`config.mk`:
```
export PLATFORM = sky130hd
export DESIGN_NAME = battery_voltage_averager
export DESIGN_NICKNAME = d
export VERILOG_FILES = /design/src/hw/rtl/bva_pkg.sv /design/src/hw/rtl/bva_div.sv /design/src/hw/rtl/bva_datapath.sv /design/src/hw/rtl/bva_ctrl.sv /design/src/hw/rtl/battery_voltage_averager.sv
export SDC_FILE = /design/constraint.sdc
export NUM_CORES = 2
export LEC_CHECK = 0
export ABC_CLOCK_PERIOD_IN_PS = 10900
export BUFFER_PORTS_ARGS = -buffer_cell sky130_fd_sc_hd__buf_4
export CORE_ASPECT_RATIO = 0.5
export CORE_MARGIN = 4
export CORE_UTILIZATION = 55
export DETAILED_ROUTE_END_ITERATION = 10
export PLACE_DENSITY = 0.82
export SKIP_LAST_GASP = 1
export SLEW_MARGIN = 20
export SYNTH_ARGS = -nofsm -noshare
export SYNTH_HDL_FRONTEND = slang
export SYNTH_SLANG_ARGS = --single-unit
```
`constraint.sdc`:
```
create_clock -name clk -period 10.9 [get_ports clk]
set_input_delay 0.545 -clock clk [delete_from_list [all_inputs] [get_ports clk]]
set_output_delay 0.545 -clock clk [all_outputs]
set_load 0.005 [all_outputs]
```
`src/hw/rtl/bva_pkg.sv`:
```
// Shared types, widths and constants of the battery voltage averager.
package bva_pkg;

    localparam int CODE_W     = 12;
    localparam int MV_W       = 16;
    localparam int REF_W      = 12;
    localparam int RES_W      = 20;
    localparam int OFS_W      = 12;
    localparam int LEN_W      = 7;
    localparam int SUM_W      = 23;
    localparam int CNT_W      = 7;
    localparam int CFG_IDX_W  = 3;
    localparam int CFG_DATA_W = 20;

    localparam int PROD_W     = 45;
    localparam int DIV_W      = 33;
    localparam int DIV_CNT_W  = 6;
    localparam int DECAY_W    = 31;
    localparam int AVG_W      = 24;
    localparam int CLAMP_W    = 21;

    localparam logic [REF_W-1:0]      REF_RESET    = 12'd1800;
    localparam logic [RES_W-1:0]      HIGH_RESET   = 20'd100000;
    localparam logic [RES_W-1:0]      LOW_RESET    = 20'd100000;
    localparam logic [OFS_W-1:0]      OFS_RESET    = 12'd0;
    localparam logic [MV_W-1:0]       MIN_RESET    = 16'd2800;
    localparam logic [LEN_W-1:0]      LEN_RESET    = 7'd32;
    localparam logic [CLAMP_W-1:0]    CONV_CLAMP   = 21'h100000;

    typedef enum logic [CFG_IDX_W-1:0] {
        REG_REFERENCE_MV      = 3'd0,
        REG_DIVIDER_HIGH_OHMS = 3'd1,
        REG_DIVIDER_LOW_OHMS  = 3'd2,
        REG_OFFSET_MV         = 3'd3,
        REG_MIN_VALID_MV      = 3'd4,
        REG_FILTER_LENGTH     = 3'd5
    } cfg_index_t;

    typedef enum logic [1:0] {
        DIV_CONV  = 2'd0,
        DIV_DECAY = 2'd1,
        DIV_AVG   = 2'd2
    } div_op_t;

    typedef struct packed {
        logic    load_input;
        logic    mul_ref;
        logic    mul_res;
        logic    div_start;
        div_op_t div_op;
        logic    sample_latch;
        logic    fill_update;
        logic    decay_mul;
        logic    decay_add;
        logic    avg_zero;
        logic    avg_latch;
        logic    out_load;
    } cmd_t;

    typedef struct packed {
        logic div_done;
        logic take;
        logic fill;
        logic count_zero;
    } status_t;

endpackage

```
`src/hw/rtl/bva_div.sv`:
```
// Restoring divider that produces one quotient bit per cycle.
module bva_div (
    input  logic                             clk,
    input  logic                             rst_n,
    input  logic                             start,
    input  logic [bva_pkg::DIV_CNT_W-1:0]    iter_count,
    input  logic [bva_pkg::DIV_W-1:0]        dividend,
    input  logic [bva_pkg::RES_W-1:0]        divisor,
    output logic [bva_pkg::DIV_W-1:0]        quotient,
    output logic                             done
);

    logic [bva_pkg::DIV_W-1:0]     dvd_reg;
    logic [bva_pkg::RES_W-1:0]     rem_reg;
    logic [bva_pkg::RES_W-1:0]     dsr_reg;
    logic [bva_pkg::DIV_CNT_W-1:0] cnt_reg;
    logic                          busy_reg;
    logic                          done_reg;

    logic [bva_pkg::RES_W:0]       rem_shift;
    logic [bva_pkg::RES_W+1:0]     diff;
    logic                          ge;

    // The dividend arrives left aligned, so quotient bits collect at the bottom
    // of the shift register while the dividend bits leave at the top.
    assign rem_shift = {rem_reg, dvd_reg[bva_pkg::DIV_W-1]};
    assign diff      = {1'b0, rem_shift} - {2'b00, dsr_reg};
    assign ge        = ~diff[bva_pkg::RES_W+1];

    always_ff @(posedge clk or negedge rst_n)
    begin
        if (!rst_n)
        begin
            cnt_reg  <= '0;
            busy_reg <= 1'b0;
            done_reg <= 1'b0;
        end
        else
        begin
            done_reg <= 1'b0;
            if (start)
            begin
                cnt_reg  <= iter_count;
                busy_reg <= 1'b1;
            end
            else if (busy_reg)
            begin
                cnt_reg <= cnt_reg - 1'b1;
                if (cnt_reg == bva_pkg::DIV_CNT_W'(1))
                begin
                    busy_reg <= 1'b0;
                    done_reg <= 1'b1;
                end
            end
        end
    end

    always_ff @(posedge clk)
    begin
        if (start)
        begin
            dvd_reg <= dividend;
            dsr_reg <= divisor;
            rem_reg <= '0;
        end
        else if (busy_reg)
        begin
            dvd_reg <= {dvd_reg[bva_pkg::DIV_W-2:0], ge};
            rem_reg <= ge ? diff[bva_pkg::RES_W-1:0] : rem_shift[bva_pkg::RES_W-1:0];
        end
    end

    assign quotient = dvd_reg;
    assign done     = done_reg;

endmodule

```
`src/hw/rtl/bva_datapath.sv`:
```
// Datapath: configuration registers, conversion, filter state and result registers.
module bva_datapath (
    input  logic                               clk,
    input  logic                               rst_n,
    input  bva_pkg::cmd_t                      cmd,
    output bva_pkg::status_t                   status,
    input  logic [bva_pkg::CODE_W-1:0]         adc_code,
    input  logic                               cfg_we,
    input  bva_pkg::cfg_index_t                cfg_index,
    input  logic [bva_pkg::CFG_DATA_W-1:0]     cfg_data,
    output logic [bva_pkg::MV_W-1:0]           filtered_mv,
    output logic [bva_pkg::MV_W-1:0]           sample_mv,
    output logic                               accepted
);

    // Configuration
    logic [bva_pkg::REF_W-1:0]   ref_reg;
    logic [bva_pkg::RES_W-1:0]   high_reg;
    logic [bva_pkg::RES_W-1:0]   low_reg;
    logic [bva_pkg::OFS_W-1:0]   ofs_reg;
    logic [bva_pkg::MV_W-1:0]    min_reg;
    logic [bva_pkg::LEN_W-1:0]   len_cfg_reg;

    // Filter state
    logic [bva_pkg::CNT_W-1:0]   count_reg;
    logic [bva_pkg::SUM_W-1:0]   sum_reg;

    // Working registers
    logic [bva_pkg::CODE_W-1:0]  code_reg;
    logic [bva_pkg::PROD_W-1:0]  prod_reg;
    logic [bva_pkg::RES_W:0]     res_sum_reg;
    logic [bva_pkg::MV_W-1:0]    sample_reg;
    logic                        take_reg;
    logic [bva_pkg::MV_W-1:0]    avg_reg;
    logic [bva_pkg::MV_W-1:0]    filtered_out_reg;
    logic [bva_pkg::MV_W-1:0]    sample_out_reg;
    logic                        accepted_out_reg;

    logic [bva_pkg::LEN_W-1:0]      len_eff;
    logic [bva_pkg::DECAY_W-1:0]    decay_dvd;
    logic [bva_pkg::AVG_W-1:0]      avg_dvd;
    logic [bva_pkg::DIV_W-1:0]      div_dividend;
    logic [bva_pkg::RES_W-1:0]      div_divisor;
    logic [bva_pkg::DIV_CNT_W-1:0]  div_iters;
    logic [bva_pkg::DIV_W-1:0]      quotient;
    logic                           div_done;

    logic [bva_pkg::CLAMP_W-1:0]    conv_clamped;
    logic [bva_pkg::CLAMP_W+1:0]    offset_sum;
    logic [bva_pkg::MV_W-1:0]       sample_next;
    logic [bva_pkg::SUM_W:0]        fill_total;
    logic [bva_pkg::SUM_W:0]        decay_total;

    // A zero length behaves as a length of one.
    assign len_eff = (len_cfg_reg == '0) ? bva_pkg::LEN_W'(1) : len_cfg_reg;

    assign decay_dvd = {1'b0, prod_reg[bva_pkg::DECAY_W-2:0]}
                     + bva_pkg::DECAY_W'(len_eff[bva_pkg::LEN_W-1:1]);
    assign avg_dvd   = {1'b0, sum_reg} + bva_pkg::AVG_W'(count_reg[bva_pkg::CNT_W-1:1]);

    always_comb
    begin
        case (cmd.div_op)
            bva_pkg::DIV_DECAY:
            begin
                div_dividend = {decay_dvd, (bva_pkg::DIV_W - bva_pkg::DECAY_W)'(0)};
                div_divisor  = bva_pkg::RES_W'(len_eff);
                div_iters    = bva_pkg::DIV_CNT_W'(bva_pkg::DECAY_W);
            end
            bva_pkg::DIV_AVG:
            begin
                div_dividend = {avg_dvd, (bva_pkg::DIV_W - bva_pkg::AVG_W)'(0)};
                div_divisor  = bva_pkg::RES_W'(count_reg);
                div_iters    = bva_pkg::DIV_CNT_W'(bva_pkg::AVG_W);
            end
            default:
            begin
                div_dividend = prod_reg[bva_pkg::PROD_W-1:bva_pkg::CODE_W];
                div_divisor  = low_reg;
                div_iters    = bva_pkg::DIV_CNT_W'(bva_pkg::DIV_W);
            end
        endcase
    end

    bva_div u_div (
        .clk        (clk),
        .rst_n      (rst_n),
        .start      (cmd.div_start),
        .iter_count (div_iters),
        .dividend   (div_dividend),
        .divisor    (div_divisor),
        .quotient   (quotient),
        .done       (div_done)
    );

    // Clamp the converted value, add the signed offset and saturate to 16 bits.
    always_comb
    begin
        if (quotient > bva_pkg::DIV_W'(bva_pkg::CONV_CLAMP))
            conv_clamped = bva_pkg::CONV_CLAMP;
        else
            conv_clamped = quotient[bva_pkg::CLAMP_W-1:0];
        offset_sum = {2'b00, conv_clamped}
                   + {{(bva_pkg::CLAMP_W + 2 - bva_pkg::OFS_W){ofs_reg[bva_pkg::OFS_W-1]}},
                      ofs_reg};
        if (offset_sum[bva_pkg::CLAMP_W+1])
            sample_next = '0;
        else if (offset_sum[bva_pkg::CLAMP_W:bva_pkg::MV_W] != '0)
            sample_next = '1;
        else
            sample_next = offset_sum[bva_pkg::MV_W-1:0];
    end

    assign fill_total  = {1'b0, sum_reg} + (bva_pkg::SUM_W+1)'(sample_reg);
    assign decay_total = {1'b0, quotient[bva_pkg::SUM_W-1:0]}
                       + (bva_pkg::SUM_W+1)'(sample_reg);

    always_ff @(posedge clk or negedge rst_n)
    begin
        if (!rst_n)
        begin
            ref_reg     <= bva_pkg::REF_RESET;
            high_reg    <= bva_pkg::HIGH_RESET;
            low_reg     <= bva_pkg::LOW_RESET;
            ofs_reg     <= bva_pkg::OFS_RESET;
            min_reg     <= bva_pkg::MIN_RESET;
            len_cfg_reg <= bva_pkg::LEN_RESET;
            count_reg   <= '0;
            sum_reg     <= '0;
        end
        else
        begin
            if (cfg_we)
            begin
                case (cfg_index)
                    bva_pkg::REG_REFERENCE_MV:      ref_reg     <= cfg_data[bva_pkg::REF_W-1:0];
                    bva_pkg::REG_DIVIDER_HIGH_OHMS: high_reg    <= cfg_data[bva_pkg::RES_W-1:0];
                    bva_pkg::REG_DIVIDER_LOW_OHMS:  low_reg     <= cfg_data[bva_pkg::RES_W-1:0];
                    bva_pkg::REG_OFFSET_MV:         ofs_reg     <= cfg_data[bva_pkg::OFS_W-1:0];
                    bva_pkg::REG_MIN_VALID_MV:      min_reg     <= cfg_data[bva_pkg::MV_W-1:0];
                    bva_pkg::REG_FILTER_LENGTH:     len_cfg_reg <= cfg_data[bva_pkg::LEN_W-1:0];
                    default:                        ;
                endcase
            end
            if (cmd.fill_update)
            begin
                count_reg <= count_reg + 1'b1;
                sum_reg   <= fill_total[bva_pkg::SUM_W] ? '1 : fill_total[bva_pkg::SUM_W-1:0];
            end
            else if (cmd.decay_add)
            begin
                sum_reg <= decay_total[bva_pkg::SUM_W] ? '1 : decay_total[bva_pkg::SUM_W-1:0];
            end
        end
    end

    always_ff @(posedge clk)
    begin
        if (cmd.load_input)
            code_reg <= adc_code;
        if (cmd.mul_ref)
        begin
            prod_reg    <= bva_pkg::PROD_W'(code_reg * ref_reg);
            res_sum_reg <= {1'b0, high_reg} + {1'b0, low_reg};
        end
        else if (cmd.mul_res)
        begin
            prod_reg <= prod_reg[bva_pkg::CODE_W+bva_pkg::REF_W-1:0] * res_sum_reg;
        end
        else if (cmd.decay_mul)
        begin
            prod_reg <= bva_pkg::PROD_W'(sum_reg * (len_eff - 1'b1));
        end
        if (cmd.sample_latch)
        begin
            sample_reg <= sample_next;
            take_reg   <= (sample_next >= min_reg);
        end
        if (cmd.avg_zero)
            avg_reg <= '0;
        else if (cmd.avg_latch)
            avg_reg <= (quotient[bva_pkg::DIV_W-1:bva_pkg::MV_W] != '0)
                     ? '1 : quotient[bva_pkg::MV_W-1:0];
        if (cmd.out_load)
        begin
            filtered_out_reg <= avg_reg;
            sample_out_reg   <= sample_reg;
            accepted_out_reg <= take_reg;
        end
    end

    assign status.div_done   = div_done;
    assign status.take       = take_reg;
    assign status.fill       = (count_reg < len_eff);
    assign status.count_zero = (count_reg == '0);

    assign filtered_mv = filtered_out_reg;
    assign sample_mv   = sample_out_reg;
    assign accepted    = accepted_out_reg;

endmodule

```
`src/hw/rtl/bva_ctrl.sv`:
```
// Controller that sequences conversion, filter update and averaging per item.
module bva_ctrl (
    input  logic              clk,
    input  logic              rst_n,
    input  logic              in_valid,
    output logic              in_ready,
    output logic              out_valid,
    input  logic              out_ready,
    input  bva_pkg::status_t  status,
    output bva_pkg::cmd_t     cmd
);

    typedef enum logic [3:0] {
        ST_IDLE,
        ST_MUL_REF,
        ST_MUL_RES,
        ST_CONV_START,
        ST_CONV_WAIT,
        ST_SAMPLE,
        ST_EVAL,
        ST_DECAY_MUL,
        ST_DECAY_START,
        ST_DECAY_WAIT,
        ST_DECAY_ADD,
        ST_AVG_START,
        ST_AVG_WAIT,
        ST_OUT
    } state_t;

    state_t state_reg;
    state_t state_next;
    logic   in_ready_reg;
    logic   out_valid_reg;
    logic   out_valid_next;

    always_comb
    begin
        cmd        = '0;
        cmd.div_op = bva_pkg::DIV_CONV;
        state_next = state_reg;
        case (state_reg)
            ST_IDLE:
            begin
                if (in_valid && in_ready_reg)
                begin
                    cmd.load_input = 1'b1;
                    state_next     = ST_MUL_REF;
                end
            end
            ST_MUL_REF:
            begin
                cmd.mul_ref = 1'b1;
                state_next  = ST_MUL_RES;
            end
            ST_MUL_RES:
            begin
                cmd.mul_res = 1'b1;
                state_next  = ST_CONV_START;
            end
            ST_CONV_START:
            begin
                cmd.div_start = 1'b1;
                state_next    = ST_CONV_WAIT;
            end
            ST_CONV_WAIT:
            begin
                if (status.div_done)
                    state_next = ST_SAMPLE;
            end
            ST_SAMPLE:
            begin
                cmd.sample_latch = 1'b1;
                state_next       = ST_EVAL;
            end
            ST_EVAL:
            begin
                if (status.take && status.fill)
                begin
                    cmd.fill_update = 1'b1;
                    state_next      = ST_AVG_START;
                end
                else if (status.take)
                    state_next = ST_DECAY_MUL;
                else
                    state_next = ST_AVG_START;
            end
            ST_DECAY_MUL:
            begin
                cmd.decay_mul = 1'b1;
                state_next    = ST_DECAY_START;
            end
            ST_DECAY_START:
            begin
                cmd.div_start = 1'b1;
                cmd.div_op    = bva_pkg::DIV_DECAY;
                state_next    = ST_DECAY_WAIT;
            end
            ST_DECAY_WAIT:
            begin
                if (status.div_done)
                    state_next = ST_DECAY_ADD;
            end
            ST_DECAY_ADD:
            begin
                cmd.decay_add = 1'b1;
                state_next    = ST_AVG_START;
            end
            ST_AVG_START:
            begin
                if (status.count_zero)
                begin
                    cmd.avg_zero = 1'b1;
                    state_next   = ST_OUT;
                end
                else
                begin
                    cmd.div_start = 1'b1;
                    cmd.div_op    = bva_pkg::DIV_AVG;
                    state_next    = ST_AVG_WAIT;
                end
            end
            ST_AVG_WAIT:
            begin
                if (status.div_done)
                begin
                    cmd.avg_latch = 1'b1;
                    state_next    = ST_OUT;
                end
            end
            ST_OUT:
            begin
                // The result register is free once its last transfer completes.
                if (!out_valid_reg || out_ready)
                begin
                    cmd.out_load = 1'b1;
                    state_next   = ST_IDLE;
                end
            end
            default:
            begin
                state_next = ST_IDLE;
            end
        endcase
    end

    always_comb
    begin
        if (cmd.out_load)
            out_valid_next = 1'b1;
        else if (out_ready)
            out_valid_next = 1'b0;
        else
            out_valid_next = out_valid_reg;
    end

    always_ff @(posedge clk or negedge rst_n)
    begin
        if (!rst_n)
        begin
            state_reg     <= ST_IDLE;
            in_ready_reg  <= 1'b1;
            out_valid_reg <= 1'b0;
        end
        else
        begin
            state_reg     <= state_next;
            in_ready_reg  <= (state_next == ST_IDLE);
            out_valid_reg <= out_valid_next;
        end
    end

    assign in_ready  = in_ready_reg;
    assign out_valid = out_valid_reg;

endmodule

```
`src/hw/rtl/battery_voltage_averager.sv`:
```
// Top level of the battery voltage averager: controller, datapath and checks.
//
// Usage:
// The input channel (in_valid, in_ready, adc_code) takes one converter code per
// transfer. Each code yields exactly one result transfer on the output channel
// (out_valid, out_ready, filtered_mv, sample_mv, accepted), in order.
// The configuration channel (cfg_valid, cfg_ready, cfg_index, cfg_data) is always
// ready; index 0..5 selects reference, upper resistor, lower resistor, offset,
// minimum valid voltage and filter length. Other indexes are ignored.
// Output valid follows the input transfer after the conversion division alone
// while the filter is empty and the reading is rejected, after the conversion
// and averaging divisions while the filter fills or the reading is rejected,
// and after conversion, decay and averaging divisions once accepted readings
// decay the sum. One item is processed at a time and the input reopens in the
// cycle after the result is loaded. Processing time is set by the shared restoring
// divider, which retires one quotient bit per cycle for each division (33, 31 and 24 bits).
// Reset loads the register defaults and empties the filter; no clearing pass.
// A stalled receiver holds the result in the output register; the next item is
// still accepted and processed, and waits only at the final hand-off.
module battery_voltage_averager (
    input  logic                                 clk,
    input  logic                                 rst_n,
    input  logic                                 in_valid,
    output logic                                 in_ready,
    input  logic [bva_pkg::CODE_W-1:0]           adc_code,
    output logic                                 out_valid,
    input  logic                                 out_ready,
    output logic [bva_pkg::MV_W-1:0]             filtered_mv,
    output logic [bva_pkg::MV_W-1:0]             sample_mv,
    output logic                                 accepted,
    input  logic                                 cfg_valid,
    output logic                                 cfg_ready,
    input  logic [bva_pkg::CFG_IDX_W-1:0]        cfg_index,
    input  logic [bva_pkg::CFG_DATA_W-1:0]       cfg_data
);

    bva_pkg::cmd_t    cmd;
    bva_pkg::status_t status;

    assign cfg_ready = 1'b1;

    bva_ctrl u_ctrl (
        .clk       (clk),
        .rst_n     (rst_n),
        .in_valid  (in_valid),
        .in_ready  (in_ready),
        .out_valid (out_valid),
        .out_ready (out_ready),
        .status    (status),
        .cmd       (cmd)
    );

    bva_datapath u_datapath (
        .clk         (clk),
        .rst_n       (rst_n),
        .cmd         (cmd),
        .status      (status),
        .adc_code    (adc_code),
        .cfg_we      (cfg_valid),
        .cfg_index   (bva_pkg::cfg_index_t'(cfg_index)),
        .cfg_data    (cfg_data),
        .filtered_mv (filtered_mv),
        .sample_mv   (sample_mv),
        .accepted    (accepted)
    );

`ifndef SYNTHESIS
    // Only one item is in flight: an input transfer closes the input side.
    a_single_item: assert property (@(posedge clk) disable iff (!rst_n)
        (in_valid && in_ready) |=> !in_ready)
        else $error("input accepted while an item is in progress");

    // Every division shifts through its quotient bits, so completion never follows a start.
    a_div_length: assert property (@(posedge clk) disable iff (!rst_n)
        cmd.div_start |=> !status.div_done)
        else $error("divider finished right after start");

    // A new result only appears when the controller loads the result register.
    a_out_source: assert property (@(posedge clk) disable iff (!rst_n)
        $rose(out_valid) |-> $past(cmd.out_load))
        else $error("output valid rose without a result load");
`endif

endmodule
```
==> run_results.csv <==
group,metric,value,unit
routing,drt_iter0_markers,4160,
logic_synthesis,synth_top_area_share,31.0,%
final_layout,drive_gt1_share,6.52,%
logic_synthesis,ys_ff_latch,348,
grt,grt-ovfl-total,0,
floorplanning,io_pins,76,
clock_tree,cts.clk_slew.worst_paths,60,ps
final_layout,multiInputGateArea,0.0374,mm^2
timing,rsz0062_at_grt,"no",
clock_tree,htreeDepth,2,
routing,wirelength,141000,um
critical_path,cp_data_arrival_time,8900,ps
final_layout,fillers,7538,
final_layout,largest_register_ffs,45,
timing,clock.fmax,118,MHz
grt,first_global_vias,41612,
routing,vias,40057,
routing,wire_per_inst,20.9,um
timing,final_max_slew_viol_count,0,
placement,finalWeightedCongestion,1.00,
floorplanning,rows,78,
floorplanning,die_height,223,um
logic_synthesis,synthTopCellsByArea,"fa_1, ha_1, edfxtp_1",
logic_synthesis,yosysWarnings,0,
logic_synthesis,netlist_area,0.0510,mm^2
timing,skew,46.0,ps
clock_tree,cts_sinks,348,
status,run_status,"completed",
clock_tree,tritoncts,"yes",
clock_tree,clkLatencyLatePin,580,ps
grt,grt_first_pass_wirelength,226000,um
critical_path,cp_common_cell,"fa_1",
logic_synthesis,netlist_top_cells_count,"inv_1, fa_1, nand2_1, ha_1, and2_1",
logic_synthesis,yosysUniqueCellTypes,95,
critical_path,critical_path.startpoint_type,"flop",
critical_path,slowest_delay,660,ps
critical_path,critPathMaxFanout,23,
clock_tree,cts_buffer_depth,3,
floorplanning,coreArea,0.0913,mm^2
hold_path,min_path_type,"in2reg",
final_layout,nNetsFinal,6755,
routing,via_per_inst,5.94,
clock_tree,numCtsBuffers,39,
critical_path,required,11320,ps
timing,max_slew_margin,23.2,%
placement,portBuffers,74,
clock_tree,root_buffer,"clkbuf_16",
floorplanning,fp.dieW,439,um
floorplanning,start_util,55.8,%
logic_synthesis,ys_seq_area_share,18.1,%
grt,grt_max_degree,71,
timing,tightestPinTransition,1150,ps
logic_synthesis,synth.most_common_cell,"inv_1",
timing,setup_violations,0,
placement,dp_hpwl,112000,um
logic_synthesis,synth_area_leader_cell,"fa_1",
routing,drt_pass1_iterations,6,
logic_synthesis,synth-main-ff-cell,"edfxtp_1",
final_layout,seqCellArea,0.00925,mm^2
routing,final_antenna_net_count,0,
critical_path,cp_num_buf_inv,3,
critical_path,endpoint_kind,"flop",
timing,finalCriticalPeriod,8480,ps
logic_synthesis,netlist_instances,5499,
grt,grtUsageTotal,29.1,%
logic_synthesis,avgSynthCellArea,9.28,um^2
job,max-cap-violations,0,
timing,finalHoldViolCount,0,
routing,drc,0,
timing,period_share,77.8,%
timing,fin_setup_tns,0,ps
grt,antenna_found_initial,3,
critical_path,slowest_stage,"a21o_1",
final_layout,post-route-util,59.3,%
final_layout,area_delta_synth_final,6.19,%
critical_path,crit_type,"reg2reg",
critical_path,cp_top_family,"adder cells",
logic_synthesis,synth_edf_count,160,
floorplanning,die-area,0.0980,mm^2
logic_synthesis,async_flop_share,37.6,%
metal layers:
layer  track usage, %  wire length (um)  part of all wire [%]  vias to the layer above
li1                 -                 -                     -                    17484
met1             38.8             54900                    39                    20132
met2             46.1             63800                    45                     2087
met3             7.84             16700                    12                      352
met4             9.84              5500                   3.9                        2
met5                0                13                0.0092                        -
worst paths after layout:
path                                      startpoint                          to  slack (ps)  depth (start not counted)
max                        u_datapath.len_cfg_reg[2]     u_datapath.prod_reg[33]        2420                         27
min                                     adc_code[10]     u_datapath.code_reg[10]         160                          1
max reg2reg                u_datapath.len_cfg_reg[2]     u_datapath.prod_reg[33]        2420                         27
min reg2reg                   u_datapath.avg_reg[11]  u_datapath.filtered_mv[11]         440                          0
max in group asynchronous                      rst_n            u_ctrl.out_valid        8890                          3
min in group asynchronous                      rst_n      u_datapath.min_reg[10]         590                          2
repair_timing:
item / in CTS / in global routing
endpoints found under the setup margin: 0 / 0
buffers inserted: 0 / 0
resized for setup: 0 / 0
hold buffers: 1 / 0
endpoints found under the hold margin: 1 / 0
cell families after synthesis:
logic type	Yosys count	share of synthesized area (%)
multiplexers	78	1.70
buffers and inverters	1231	9.14
other	2	0.0147
adder cells (fa/ha/maj)	1242	42.1
AND/OR/NAND/NOR	1524	14.2
AO/OA/AOI/OAI	864	11.1
flip-flops	348	18.1
XOR/XNOR	210	3.61
worst register-to-register path, cell delays in order (launching register included):
cell,delay (ps)
dfrtp_1,460
inv_1,200
nand4_1,160
nor3_1,70
or2_2,360
nor2_1,170
a21o_1,660
and2_1,260
fa_1,450
fa_1,430
fa_1,420
inv_1,90
fa_1,170
inv_1,50
fa_1,500
fa_1,570
fa_1,420
ha_1,390
a21o_1,200
a211o_1,300
nand2b_1,150
a211o_1,340
a2111oi_2,420
o21ai_0,240
nand4_1,170
nand2_1,60
nor4_1,580
nor3_1,100
stage by stage:
stage                     std cells  setup slack, ps  area (um^2)  hold WS (ps)
after floorplan                5567             3370        51300           249
after global placement         6673             2580        52800           425
after detailed placement       6673             2430        52800           425
after CTS                      6746             2450        54200           143
after global routing           6746             1910        54200           144
final                          6748             2420        54200           159
cell usage in the layout (no fill, tap or decap), drive strengths merged, types with 15 or more instances in the layout:
cell type    n
inv        973
fa         790
nand2      726
ha         450
and2       329
a21oi      223
o21ai      205
nor2       180
edfxtp     160
xnor2      131
buf        127
a21o       110
dfrtp      107
xor2        79
mux2        70
conb        70
nand3       66
dfxtp       57
clkbuf      48
a31oi       38
and3        37
o21a        36
nor3        36
a211oi      34
o22ai       31
nor2b       30
nand4       29
a221oi      25
o21bai      24
dfstp       24
nand2b      23
o221ai      17
o221a       16
o31ai       15
clkinv      15
final cells by class:
type / count / area share [%]
flip-flops and latches: 348 / 17.1
repair buffers: 128 / 1.79
clock inverters: 24 / 0.527
diodes: 2 / 0.00924
clock buffers: 48 / 1.96
inverters: 970 / 6.72
well taps: 1240 / 2.86
multi-input cells: 3988 / 69.1
Power is not shown: default switching activity piles up to over one toggle a cycle in this logic, so the estimate is an artifact.
